`src/design/cpf_pkg.sv`:
```
package cpf_pkg;

  localparam int QUEUE_DEPTH = 4;
  localparam int HDR_BYTES   = 7;
  localparam logic [15:0] CRC_SEED = 16'hFFFF;

  localparam logic [1:0] REG_START_MARKER = 2'd0;
  localparam logic [1:0] REG_SYSTEM_ID    = 2'd1;
  localparam logic [1:0] REG_COMPONENT_ID = 2'd2;

  typedef enum logic {
    OP_START = 1'b0,
    OP_DATA  = 1'b1
  } op_t;

  // one classified item on its way from front to back
  typedef struct packed {
    op_t         op;
    logic        last;          // frame closes after this item
    logic [15:0] frame_length;
    logic [7:0]  heartbeat;
    logic [7:0]  msg_id;
    logic [7:0]  payload_byte;
  } cmd_t;

  typedef struct packed {
    logic [7:0] start_marker;
    logic [7:0] system_id;
    logic [7:0] component_id;
  } cfg_regs_t;

  typedef enum logic [1:0] {
    ST_CMD,
    ST_HDR,
    ST_CRC_LO,
    ST_CRC_HI
  } back_state_t;

  // CRC-16/MCRF4XX, one byte, reflected 0x1021
  function automatic logic [15:0] crc_fold(input logic [15:0] crc, input logic [7:0] b);
    logic [7:0] t;
    t = b ^ crc[7:0];
    t = t ^ {t[3:0], 4'b0000};
    return {8'h00, crc[15:8]} ^ {t, 8'h00} ^ {5'b00000, t, 3'b000} ^ {12'h000, t[7:4]};
  endfunction

endpackage

```
`src/design/cpf_front.sv`:
```
module cpf_front (
  input  logic           clk,
  input  logic           rst,
  input  logic           in_valid,
  output logic           in_ready,
  input  logic           kind,
  input  logic [15:0]    frame_length,
  input  logic [7:0]     heartbeat,
  input  logic [7:0]     msg_id,
  input  logic [7:0]     payload_byte,
  input  logic           q_full,
  output logic           q_push,
  output cpf_pkg::cmd_t  q_cmd
);

  logic        in_frame;
  logic [15:0] bytes_left;
  logic        accept;

  assign in_ready = !q_full;
  assign accept   = in_valid && !q_full;

  // payload outside a frame is swallowed here and never reaches the queue
  assign q_push = accept && (kind == cpf_pkg::OP_START || in_frame);

  always_comb begin
    q_cmd.op           = (kind == cpf_pkg::OP_START) ? cpf_pkg::OP_START : cpf_pkg::OP_DATA;
    q_cmd.last         = (kind == cpf_pkg::OP_START) ? (frame_length == 16'd0)
                                                     : (bytes_left == 16'd1);
    q_cmd.frame_length = frame_length;
    q_cmd.heartbeat    = heartbeat;
    q_cmd.msg_id       = msg_id;
    q_cmd.payload_byte = payload_byte;
  end

  always_ff @(posedge clk) begin
    if (rst) begin
      in_frame   <= 1'b0;
      bytes_left <= 16'd0;
    end else if (q_push) begin
      if (kind == cpf_pkg::OP_START) begin
        in_frame   <= (frame_length != 16'd0);
        bytes_left <= frame_length;
      end else begin
        in_frame   <= (bytes_left != 16'd1);
        bytes_left <= bytes_left - 16'd1;
      end
    end
  end

endmodule

```
`src/design/cpf_queue.sv`:
```
module cpf_queue #(
  parameter int DEPTH = cpf_pkg::QUEUE_DEPTH
) (
  input  logic          clk,
  input  logic          rst,
  input  logic          push,
  input  cpf_pkg::cmd_t push_cmd,
  output logic          full,
  input  logic          pop,
  output cpf_pkg::cmd_t pop_cmd,
  output logic          empty
);

  localparam int PW = (DEPTH > 1) ? $clog2(DEPTH) : 1;
  localparam int CW = $clog2(DEPTH + 1);

  cpf_pkg::cmd_t mem [DEPTH];
  logic [PW-1:0] wr_ptr;
  logic [PW-1:0] rd_ptr;
  logic [CW-1:0] count;

  assign full    = (count == CW'(DEPTH));
  assign empty   = (count == '0);
  assign pop_cmd = mem[rd_ptr];

  always_ff @(posedge clk) begin
    if (push) begin
      mem[wr_ptr] <= push_cmd;
    end
  end

  always_ff @(posedge clk) begin
    if (rst) begin
      wr_ptr <= '0;
      rd_ptr <= '0;
      count  <= '0;
    end else begin
      if (push) begin
        wr_ptr <= (wr_ptr == PW'(DEPTH - 1)) ? '0 : wr_ptr + 1'b1;
      end
      if (pop) begin
        rd_ptr <= (rd_ptr == PW'(DEPTH - 1)) ? '0 : rd_ptr + 1'b1;
      end
      if (push && !pop) begin
        count <= count + 1'b1;
      end else if (pop && !push) begin
        count <= count - 1'b1;
      end
    end
  end

endmodule

```
`src/design/cpf_back.sv`:
```
module cpf_back (
  input  logic               clk,
  input  logic               rst,
  input  cpf_pkg::cfg_regs_t cfg,
  input  logic               q_empty,
  input  cpf_pkg::cmd_t      q_cmd,
  output logic               q_pop,
  output logic               out_valid,
  input  logic               out_ready,
  output logic [7:0]         out_byte,
  output logic               frame_end
);

  cpf_pkg::back_state_t state, state_next;
  cpf_pkg::cmd_t        cur, cur_next;
  logic [2:0]           step, step_next;
  logic [15:0]          crc, crc_next;
  logic                 adv;
  logic                 emit;
  logic [7:0]           emit_byte;
  logic                 emit_end;
  logic [7:0]           hdr_byte;

  // output register can take a byte when empty or being drained
  assign adv = !out_valid || out_ready;

  always_comb begin
    unique case (step)
      3'd1:    hdr_byte = cur.frame_length[15:8];
      3'd2:    hdr_byte = cur.frame_length[7:0];
      3'd3:    hdr_byte = cur.heartbeat;
      3'd4:    hdr_byte = cfg.system_id;
      3'd5:    hdr_byte = cfg.component_id;
      3'd6:    hdr_byte = cur.msg_id;
      default: hdr_byte = cur.msg_id;
    endcase
  end

  always_comb begin
    state_next = state;
    cur_next   = cur;
    step_next  = step;
    crc_next   = crc;
    q_pop      = 1'b0;
    emit       = 1'b0;
    emit_byte  = 8'h00;
    emit_end   = 1'b0;
    unique case (state)
      cpf_pkg::ST_CMD: begin
        if (adv && !q_empty) begin
          q_pop    = 1'b1;
          emit     = 1'b1;
          cur_next = q_cmd;
          if (q_cmd.op == cpf_pkg::OP_START) begin
            emit_byte  = cfg.start_marker;
            crc_next   = cpf_pkg::CRC_SEED;
            step_next  = 3'd1;
            state_next = cpf_pkg::ST_HDR;
          end else begin
            emit_byte = q_cmd.payload_byte;
            crc_next  = cpf_pkg::crc_fold(crc, q_cmd.payload_byte);
            if (q_cmd.last) begin
              state_next = cpf_pkg::ST_CRC_LO;
            end
          end
        end
      end
      cpf_pkg::ST_HDR: begin
        if (adv) begin
          emit      = 1'b1;
          emit_byte = hdr_byte;
          crc_next  = cpf_pkg::crc_fold(crc, hdr_byte);
          step_next = step + 3'd1;
          if (step == 3'(cpf_pkg::HDR_BYTES - 1)) begin
            state_next = cur.last ? cpf_pkg::ST_CRC_LO : cpf_pkg::ST_CMD;
          end
        end
      end
      cpf_pkg::ST_CRC_LO: begin
        if (adv) begin
          emit       = 1'b1;
          emit_byte  = crc[7:0];
          state_next = cpf_pkg::ST_CRC_HI;
        end
      end
      cpf_pkg::ST_CRC_HI: begin
        if (adv) begin
          emit       = 1'b1;
          emit_byte  = crc[15:8];
          emit_end   = 1'b1;
          state_next = cpf_pkg::ST_CMD;
        end
      end
      default: state_next = cpf_pkg::ST_CMD;
    endcase
  end

  always_ff @(posedge clk) begin
    if (rst) begin
      state     <= cpf_pkg::ST_CMD;
      crc       <= cpf_pkg::CRC_SEED;
      step      <= 3'd0;
      out_valid <= 1'b0;
    end else begin
      state <= state_next;
      crc   <= crc_next;
      step  <= step_next;
      if (emit) begin
        out_valid <= 1'b1;
      end else if (out_ready) begin
        out_valid <= 1'b0;
      end
    end
  end

  always_ff @(posedge clk) begin
    cur <= cur_next;
    if (emit) begin
      out_byte  <= emit_byte;
      frame_end <= emit_end;
    end
  end

endmodule

```
`src/design/crc16_packet_framer.sv`:
```
// Channel | Signals                                              | Dir | Handshake
// input   | kind frame_length heartbeat msg_id payload_byte      | in  | in_valid/in_ready
// output  | out_byte frame_end                                   | out | out_valid/out_ready
// config  | cfg_index cfg_data                                   | in  | cfg_we, no wait
//
// Payload items stream through at one item per cycle unless the output stalls
// or header/CRC bytes go out; each byte passes the queue and output register,
// and the last one of a frame adds two CRC bytes after it. A start item gives
// seven header bytes, nine with CRC for a zero length frame; the back end's byte sequencer sets that figure.
// The classify stage keeps accepting into a small queue while the header goes
// out, so in_ready drops only when the queue is full.
// Reset is synchronous: queue empty, no frame open, output register empty.
// out_ready low holds the output byte; the back end stalls and the queue fills.
module crc16_packet_framer #(
  parameter int QUEUE_DEPTH = cpf_pkg::QUEUE_DEPTH
) (
  input  logic        clk,
  input  logic        rst,
  input  logic        in_valid,
  output logic        in_ready,
  input  logic        kind,
  input  logic [15:0] frame_length,
  input  logic [7:0]  heartbeat,
  input  logic [7:0]  msg_id,
  input  logic [7:0]  payload_byte,
  output logic        out_valid,
  input  logic        out_ready,
  output logic [7:0]  out_byte,
  output logic        frame_end,
  input  logic        cfg_we,
  input  logic [1:0]  cfg_index,
  input  logic [7:0]  cfg_data
);

  cpf_pkg::cfg_regs_t cfg;
  cpf_pkg::cmd_t      push_cmd;
  cpf_pkg::cmd_t      pop_cmd;
  logic               q_push;
  logic               q_pop;
  logic               q_full;
  logic               q_empty;

  // config registers; index 3 has no register and is dropped
  always_ff @(posedge clk) begin
    if (rst) begin
      cfg <= '0;
    end else if (cfg_we) begin
      unique case (cfg_index)
        cpf_pkg::REG_START_MARKER: cfg.start_marker <= cfg_data;
        cpf_pkg::REG_SYSTEM_ID:    cfg.system_id    <= cfg_data;
        cpf_pkg::REG_COMPONENT_ID: cfg.component_id <= cfg_data;
        default: ;
      endcase
    end
  end

  // front: tracks the open frame and tags each item (start / data, last)
  cpf_front u_front (
    .clk          (clk),
    .rst          (rst),
    .in_valid     (in_valid),
    .in_ready     (in_ready),
    .kind         (kind),
    .frame_length (frame_length),
    .heartbeat    (heartbeat),
    .msg_id       (msg_id),
    .payload_byte (payload_byte),
    .q_full       (q_full),
    .q_push       (q_push),
    .q_cmd        (push_cmd)
  );

  cpf_queue #(
    .DEPTH (QUEUE_DEPTH)
  ) u_queue (
    .clk      (clk),
    .rst      (rst),
    .push     (q_push),
    .push_cmd (push_cmd),
    .full     (q_full),
    .pop      (q_pop),
    .pop_cmd  (pop_cmd),
    .empty    (q_empty)
  );

  // back: header/payload/CRC byte sequencer with the running CRC
  cpf_back u_back (
    .clk       (clk),
    .rst       (rst),
    .cfg       (cfg),
    .q_empty   (q_empty),
    .q_cmd     (pop_cmd),
    .q_pop     (q_pop),
    .out_valid (out_valid),
    .out_ready (out_ready),
    .out_byte  (out_byte),
    .frame_end (frame_end)
  );

endmodule

```
`config.mk`:
```
export PLATFORM = sky130hd
export DESIGN_NAME = crc16_packet_framer
export DESIGN_NICKNAME = d
export VERILOG_FILES = /design/src/design/cpf_pkg.sv /design/src/design/cpf_front.sv /design/src/design/cpf_queue.sv /design/src/design/cpf_back.sv /design/src/design/crc16_packet_framer.sv
export SDC_FILE = /design/constraint.sdc
export NUM_CORES = 1
export LEC_CHECK = 0
export BUFFER_PORTS_ARGS = -buffer_cell sky130_fd_sc_hd__buf_2
export CAP_MARGIN = 20
export CORE_ASPECT_RATIO = 1.4
export CORE_MARGIN = 10
export CORE_UTILIZATION = 61
export DETAILED_ROUTE_END_ITERATION = 8
export PLACE_DENSITY = 0.82
export SYNTH_ARGS = -nofsm -noshare
export SYNTH_HDL_FRONTEND = slang
export SYNTH_HIERARCHICAL = 1
export SYNTH_SLANG_ARGS = --single-unit
```
`constraint.sdc`:
```
create_clock -name clk -period 5.09 [get_ports clk]
set_clock_uncertainty 0.15 [all_clocks]
set_input_delay 0 -clock clk [delete_from_list [all_inputs] [get_ports clk]]
set_output_delay 0 -clock clk [all_outputs]
set_load 0.01 [all_outputs]
```
* Yosys cells after proc, flatten, opt, wreduce, memory -nomap -nowiden
Memory sizes are Yosys's and may differ from the RTL's. A register that Yosys moved wholly into a read port is not among the register bits.
Index checks and enable logic that the tools add are counted.
** Storage, ports and cells
- Memories kept :: 1
- Memory bits (writable) :: 168
- Word-level logic and storage cells :: 129
- Output and inout port bits :: 11
- Register bits :: 112
- Bits of input ports :: 56
** Memory list
- u_queue.mem :: depth 4, bits a word 42, read ports 1, clocked after Yosys merged registers in 1, write ports 1, RTL line cpf_queue.sv:17 : cpf_pkg::cmd_t mem [DEPTH];
** Cells by class
- Add/subtract/negate cells :: 6
- Eq/ne operators :: 23
- Multiplexer cells :: 42
- Reductions and logical operators :: 28
- Bitwise logic cells :: 11
** Operator list (number)
- two-way mux 16 bit :: 4
- two-way mux 8 bit :: 5
- one-hot mux 8 bit (5 select lines) :: 1
- one-hot mux 16 bit (2 select lines) :: 1
- one-hot mux 8 bit (4 select lines) :: 1
- XOR 16 x 11 -> 16 bit :: 2
- XOR 16 x 4 -> 16 bit :: 2
- XOR 8 x 16 -> 16 bit :: 2
- XOR 8 bit :: 4
- two-way mux 2 bit :: 12
- == test 16 x 1 -> 1 bit, second input constant :: 1
- logical NOT 16 bit :: 1
- inequality test 16 x 1 -> 1 bit, second input constant :: 1
- nonzero test 16 bit :: 1
- subtractor 16 x 1 -> 16 bit, second input constant :: 1
- two-way mux 3 bit :: 5
- == test 3 bit, second input constant :: 4
- == test 2 bit, second input constant :: 5
- two-way mux 1 bit :: 10
- inequality test 2 x 1 -> 1 bit, second input constant :: 5
- one-hot mux 2 bit (4 select lines) :: 1
- AND reduction 2 bit :: 4
- adder 3 x 1 -> 3 bit, second input constant :: 2
- == test 3 x 2 -> 1 bit, second input constant :: 2
- other kinds (19) :: 33

* Depth between registers and ports, before layout
- Word-level depth :: 9
- Depth in mapped cells :: 12
- Mapped depth without buffers :: 11

* By module
Netlist, hierarchy kept.
** By module, submodules not included
- cpf_queue :: seq. area each 5225.0 µm², instances 1, area each 6553.8 µm², cells an instance 264
- cpf_back :: seq. area each 1701.6 µm², instances 1, area each 3564.7 µm², cells an instance 328
- cpf_front :: seq. area each 340.3 µm², instances 1, area each 1555.2 µm², cells an instance 189
- crc16_packet_framer :: seq. area each 480.5 µm², instances 1, area each 999.7 µm², cells an instance 91

* Worst setup path before layout
Ideal clock, no wire load.
- Kind :: register to register
- Start point :: reg u_back.out_valid
- End point :: reg u_queue.count[2]
- Slack :: 2026 ps
- Data arrival time :: 2844 ps
- Stages on the path, launching flop included :: 13
- Setup time :: 70 ps
- Buffers on the path :: 1
- Data required time :: 4870 ps
- Clock period less this slack :: 3064 ps
- Path through :: dfxtp_1 -> nor2b_1 -> nor3_1 -> nand2b_1 -> clkbuf_1 -> inv_1 -> inv_1 -> ha_1 -> inv_1 -> fa_1 -> xor2_1 -> or3_1 -> a21oi_1
** Between the ends
- Word-level cells in the longest chain between the ends :: 8
- Elaborated cells on any way between the ends :: 10
- Classes of those cells :: 3 x mux; 7 x reduce/logical
** Ends and longest elaborated chain
- start: declaration :: RTL line cpf_back.sv:8 : output logic out_valid,
- start signal: assignment :: RTL line cpf_back.sv:103 : out_valid <= 1'b0;
- start signal: assignment :: RTL line cpf_back.sv:109 : out_valid <= 1'b1;
- start signal: assignment :: RTL line cpf_back.sv:111 : out_valid <= 1'b0;
- logical NOT 1 bit * :: RTL line cpf_back.sv:25 : assign adv = !out_valid || out_ready;
- logical OR 1 bit * :: RTL line cpf_back.sv:25
- logical AND 1 bit * :: RTL line cpf_back.sv:50 : if (adv && !q_empty) begin
- two-way mux 1 bit * :: RTL line cpf_back.sv:50
- two-way mux 1 bit * :: RTL line cpf_back.sv:48 : unique case (state)
- via q_pop :: RTL line crc16_packet_framer.sv:39 : logic q_pop;
- logical NOT 1 bit :: RTL line cpf_queue.sv:44 : if (push && !pop) begin
- logical AND 1 bit :: RTL line cpf_queue.sv:44
- two-way mux 3 bit or nonzero test 2 bit (tied branches)
- end signal: assignment :: RTL line cpf_queue.sv:45 : count <= count + 1'b1;
- end signal: assignment :: RTL line cpf_queue.sv:47 : count <= count - 1'b1;
- end: declaration :: RTL line cpf_queue.sv:20 : logic [CW-1:0] count;
Mark *: on every way through the listed nets, which the timed path passes. The rest lies on a longest branch.
A chain may end at the register's enable or synchronous reset.

* Worst setup path in the final report
- Start point :: reg u_queue.count[0]
- End point :: reg u_queue.count[2]
** Between the ends
- Elaborated cells on any way between the ends :: 18
- Classes of those cells :: 2 x add/sub; 1 x eq/ne; 4 x mux; 11 x reduce/logical
** RTL lines
- == test 3 bit * :: RTL line cpf_queue.sv:22 : assign full = (count == CW'(DEPTH));
- via q_full :: RTL line crc16_packet_framer.sv:40 : logic q_full;
- logical NOT 1 bit * :: RTL line cpf_front.sv:21 : assign accept = in_valid && !q_full;
- logical AND 1 bit * :: RTL line cpf_front.sv:21
- logical AND 1 bit * :: RTL line cpf_front.sv:24 : assign q_push = accept && (kind == cpf_pkg::OP_START || in_frame);
- via q_push :: RTL line crc16_packet_framer.sv:38 : logic q_push;
- logical NOT 1 bit :: RTL line cpf_queue.sv:46 : end else if (pop && !push) begin
- logical AND 1 bit :: RTL line cpf_queue.sv:46
- nonzero test 2 bit (no source line)
Mark *: on every way through the listed nets, which the timed path passes. The rest lies on a longest branch. The select of a mux whose other input is x is not followed.

==> metrics.md <==
| Metric | Value |
|---|---|
| Synthesized instance count | `between 800 and 900` |
| Syn nets | `~940` |
| Slew @ Worst Pin | `0.9838 ns` |
| Row cnt | `62` |
| Share of cells above drive strength 1 | `between 20% and 30%` |
| Status | `finished clean` |
| Post-CTS Setup Inserts | `0` |
| Vias in the first global route | `7,818` |
| Die area | `~27,000 sq um` |
| Die H | `190.5 um` |
| RSZ-0062 raised after global routing | `false` |
| Crit path kind | `flip-flop to flip-flop` |
| Largest area contributor in the netlist | `edfxtp_1` |
| Initial antenna violation count | `1` |
| Hold Crit Class | `primary input to flip-flop` |
| CTS tree | `yes` |
| Crit path DAT | `3.79 ns` |
| Post-synth EDFFs | `210` |
| Leakage | `5.014 nW` |
| Sequential share of the synthesized area | `61.13%` |
| # nets final | `1,012` |
| Top post-synthesis cells by count | `210 x edfxtp_1, 72 x dfxtp_1, 43 x buf_4` |
| Netlist cell types | `82` |
| Yosys warning count | `6` |
| Routed len/inst | `between 20 and 25 um` |
| Placed Instances | `around 1,100` |
| Grt ovf | `0` |
| Max Cap Viol | `0` |
| Pre-CTS WS | `between 1.5 and 2 ns` |
| First-pass GRT wire length | `approximately 44 mm` |
| Top achievable clock speed | `286.7 MHz` |
| Multi-input gate area | `4244 sq um` |
| Final setup TNS | `0 ns` |
| Boundary Pins | `67` |
| PortBufs | `66` |
| Share of the clock period used by the worst path | `68.53%` |
| Max-slew headroom | `between 30% and 40%` |
| Routability cong. | `around 0.9` |
| Cts hold-fix bufs | `57` |
| Peak supply drop | `0.3448 mV` |
| Final antenna-violating net count | `0` |
| Area Overhead vs Synth | `12.90%` |
| Post-CTS sizing | `0` |
| Worst setup SP type | `flip-flop` |
| Top-count cell post-synth | `edfxtp_1` |
| Initial Utilization | `between 60% and 70%` |
| Pin count of the biggest net entering global routing | `52` |
| Cell Area, Synth | `about 13,000 sq um` |
| Worst-Skew Late Latency | `about 0.54 ns` |
| CTS Root Cell | `clkbuf_16` |
| Main flop type after synthesis | `edfxtp_1` |
| Post-route setup slack | `around 1.6 ns` |
| Critical Path End Type | `flip-flop` |
| FF+latch area | `~7700 sq um` |
| Hold Violations, Final | `0` |
| Crit Path Max Fanout | `24` |
| Routed Wire Length | `around 28 mm` |
| Core area | `slightly above 20,000 sq um` |
| 1st-iter DRT viols | `around 640` |
| Final setup fails | `0` |
| HPWL after DPL | `17.60 mm` |
| CTS clock-pin slew for the worst setup and hold paths | `about 0.060 ns` |
| Mean post-synth cell area | `around 15 sq um` |
| Post-Layout Cell Count | `about 1,200` |
| H-tree depth | `1` |
| Async set or reset register ratio after synthesis | `0%` |
| Register bit total from synthesis | `roughly 280` |
| First-pass DRT Iterations | `6` |
| DR DRC count | `0` |
| Total power | `8.203 mW` |
| Max-slew violation count | `0` |
| Vias | `slightly below 8,000` |
| Worst path required time | `5.40 ns` |
| Sink Count | `around 280` |
| PD cells | `about 570 nW/um^2` |
| Fillers | `1,317` |
| Die width | `between 100 and 150 um` |
| GRT Total Usage | `between 20% and 30%` |
| CTS Buf Count | `26` |
| Vias per inst | `about 6.3` |
| Top cell type's share of synthesized area | `between 40% and 50%` |
| Shortest period the worst path allows | `around 3.5 ns` |
| Clk buf depth | `3` |
| Synth top area cells | `edfxtp_1 50%, dfxtp_1 11%, mux4_2 7.1%, mux2i_1 3.0%, buf_4 2.5%` |
==> registers in the layout, indices dropped and copies added, names as in the netlist, 2 cells and up, named ones only <==
name / flops
u_queue/mem: 168
u_back/cur: 33
cfg: 24
u_back/crc: 16
u_front/bytes_left: 16
u_back/out_byte: 8
u_back/step: 3
u_queue/count: 3
u_back/state: 2
u_queue/rd_ptr: 2
u_queue/wr_ptr: 2
==> routing by layer <==
layer | wire length, um | vias to the layer above | global-route usage, %
li1 | - | 3469 | -
met1 | 10360 | 3789 | 24.10
met2 | 14420 | 372 | 35.20
met3 | 1858 | 65 | 3.365
met4 | 1107 | 0 | 8.274
met5 | 0 | - | 0
==> power breakdown <==
| group | switching (mW) | internal (mW) |
|---|---|---|
| combinational | 1.57 | 1.19 |
| sequential | 0.312 | 2.96 |
| clock | 0.844 | 1.33 |
==> metrics by stage <==
step | hold slack (ns) | cell area [sq um] | util [%]
after global placement | 0.06571 | 12770 | 62.37
after floorplan | -0.08093 | 12670 | -
after detailed placement | 0.07285 | 12770 | 62.37
final | 0.06946 | 14310 | 69.87
after CTS | 0.04975 | 14310 | 69.86
after global routing | 0.08294 | 14310 | 69.87
==> placed cells by master (no fill, tap or decap), drive strengths merged, types with 9 or more instances in the layout <==
master and n:
inv 17, and3 10, nor3 15, nor2 38
dfxtp 72, xor2 13, clkbuf 33, xnor2 24
edfxtp 210, a211oi 13, mux2i 38, dlygate4sd3 57
o22ai 14, nor2b 9, buf 75, o21ai 26
a21oi 37, nand2b 39, mux4 42, a31oi 14
ha 13, nand2 29
==> final timing paths <==
check,from,endpoint,slack [ns],cells after the start
max reg2reg,u_queue/count[0]$_SDFFE_PP0P_,u_queue/count[2]$_SDFFE_PP0P_,1.60,10
max,u_queue/count[0]$_SDFFE_PP0P_,u_queue/count[2]$_SDFFE_PP0P_,1.60,10
min,msg_id[7],u_queue/mem[2][15]$_DFFE_PP_,0.07,2
min reg2reg,cfg[14]$_SDFFE_PP0P_,cfg[14]$_SDFFE_PP0P_,0.33,2
==> cells by family after synthesis <==
logic type,after synthesis,share of synthesized area (%)
flops,282,61.13
fa+ha+maj,14,1.441
buf+inv,106,5.420
mux,82,10.70
compound gates,163,9.498
xor+xnor,41,3.367
simple gates,184,8.441
==> critical path: stages, from the launching register on <==
cell	delay, ns
dfxtp_1	0.38
nor3b_1	0.72
nor2b_1	0.14
o21ai_1	0.46
inv_2	0.41
ha_1	0.36
inv_1	0.09
fa_1	0.18
xor2_1	0.08
or3_1	0.31
a21oi_1	0.15
==> cell type report <==
| cell class | count | share of cell area [%] |
|---|---|---|
| clock buffers | 33 | 4.871 |
| diodes | 1 | 0.01749 |
| flip-flops and latches | 282 | 54.16 |
| well taps | 256 | 2.239 |
| repair buffers | 132 | 6.768 |
| clock inverters | 15 | 1.863 |
| multi-input cells | 484 | 29.66 |
| inverters | 16 | 0.4197 |
Power figures use the tool's default switching activity.
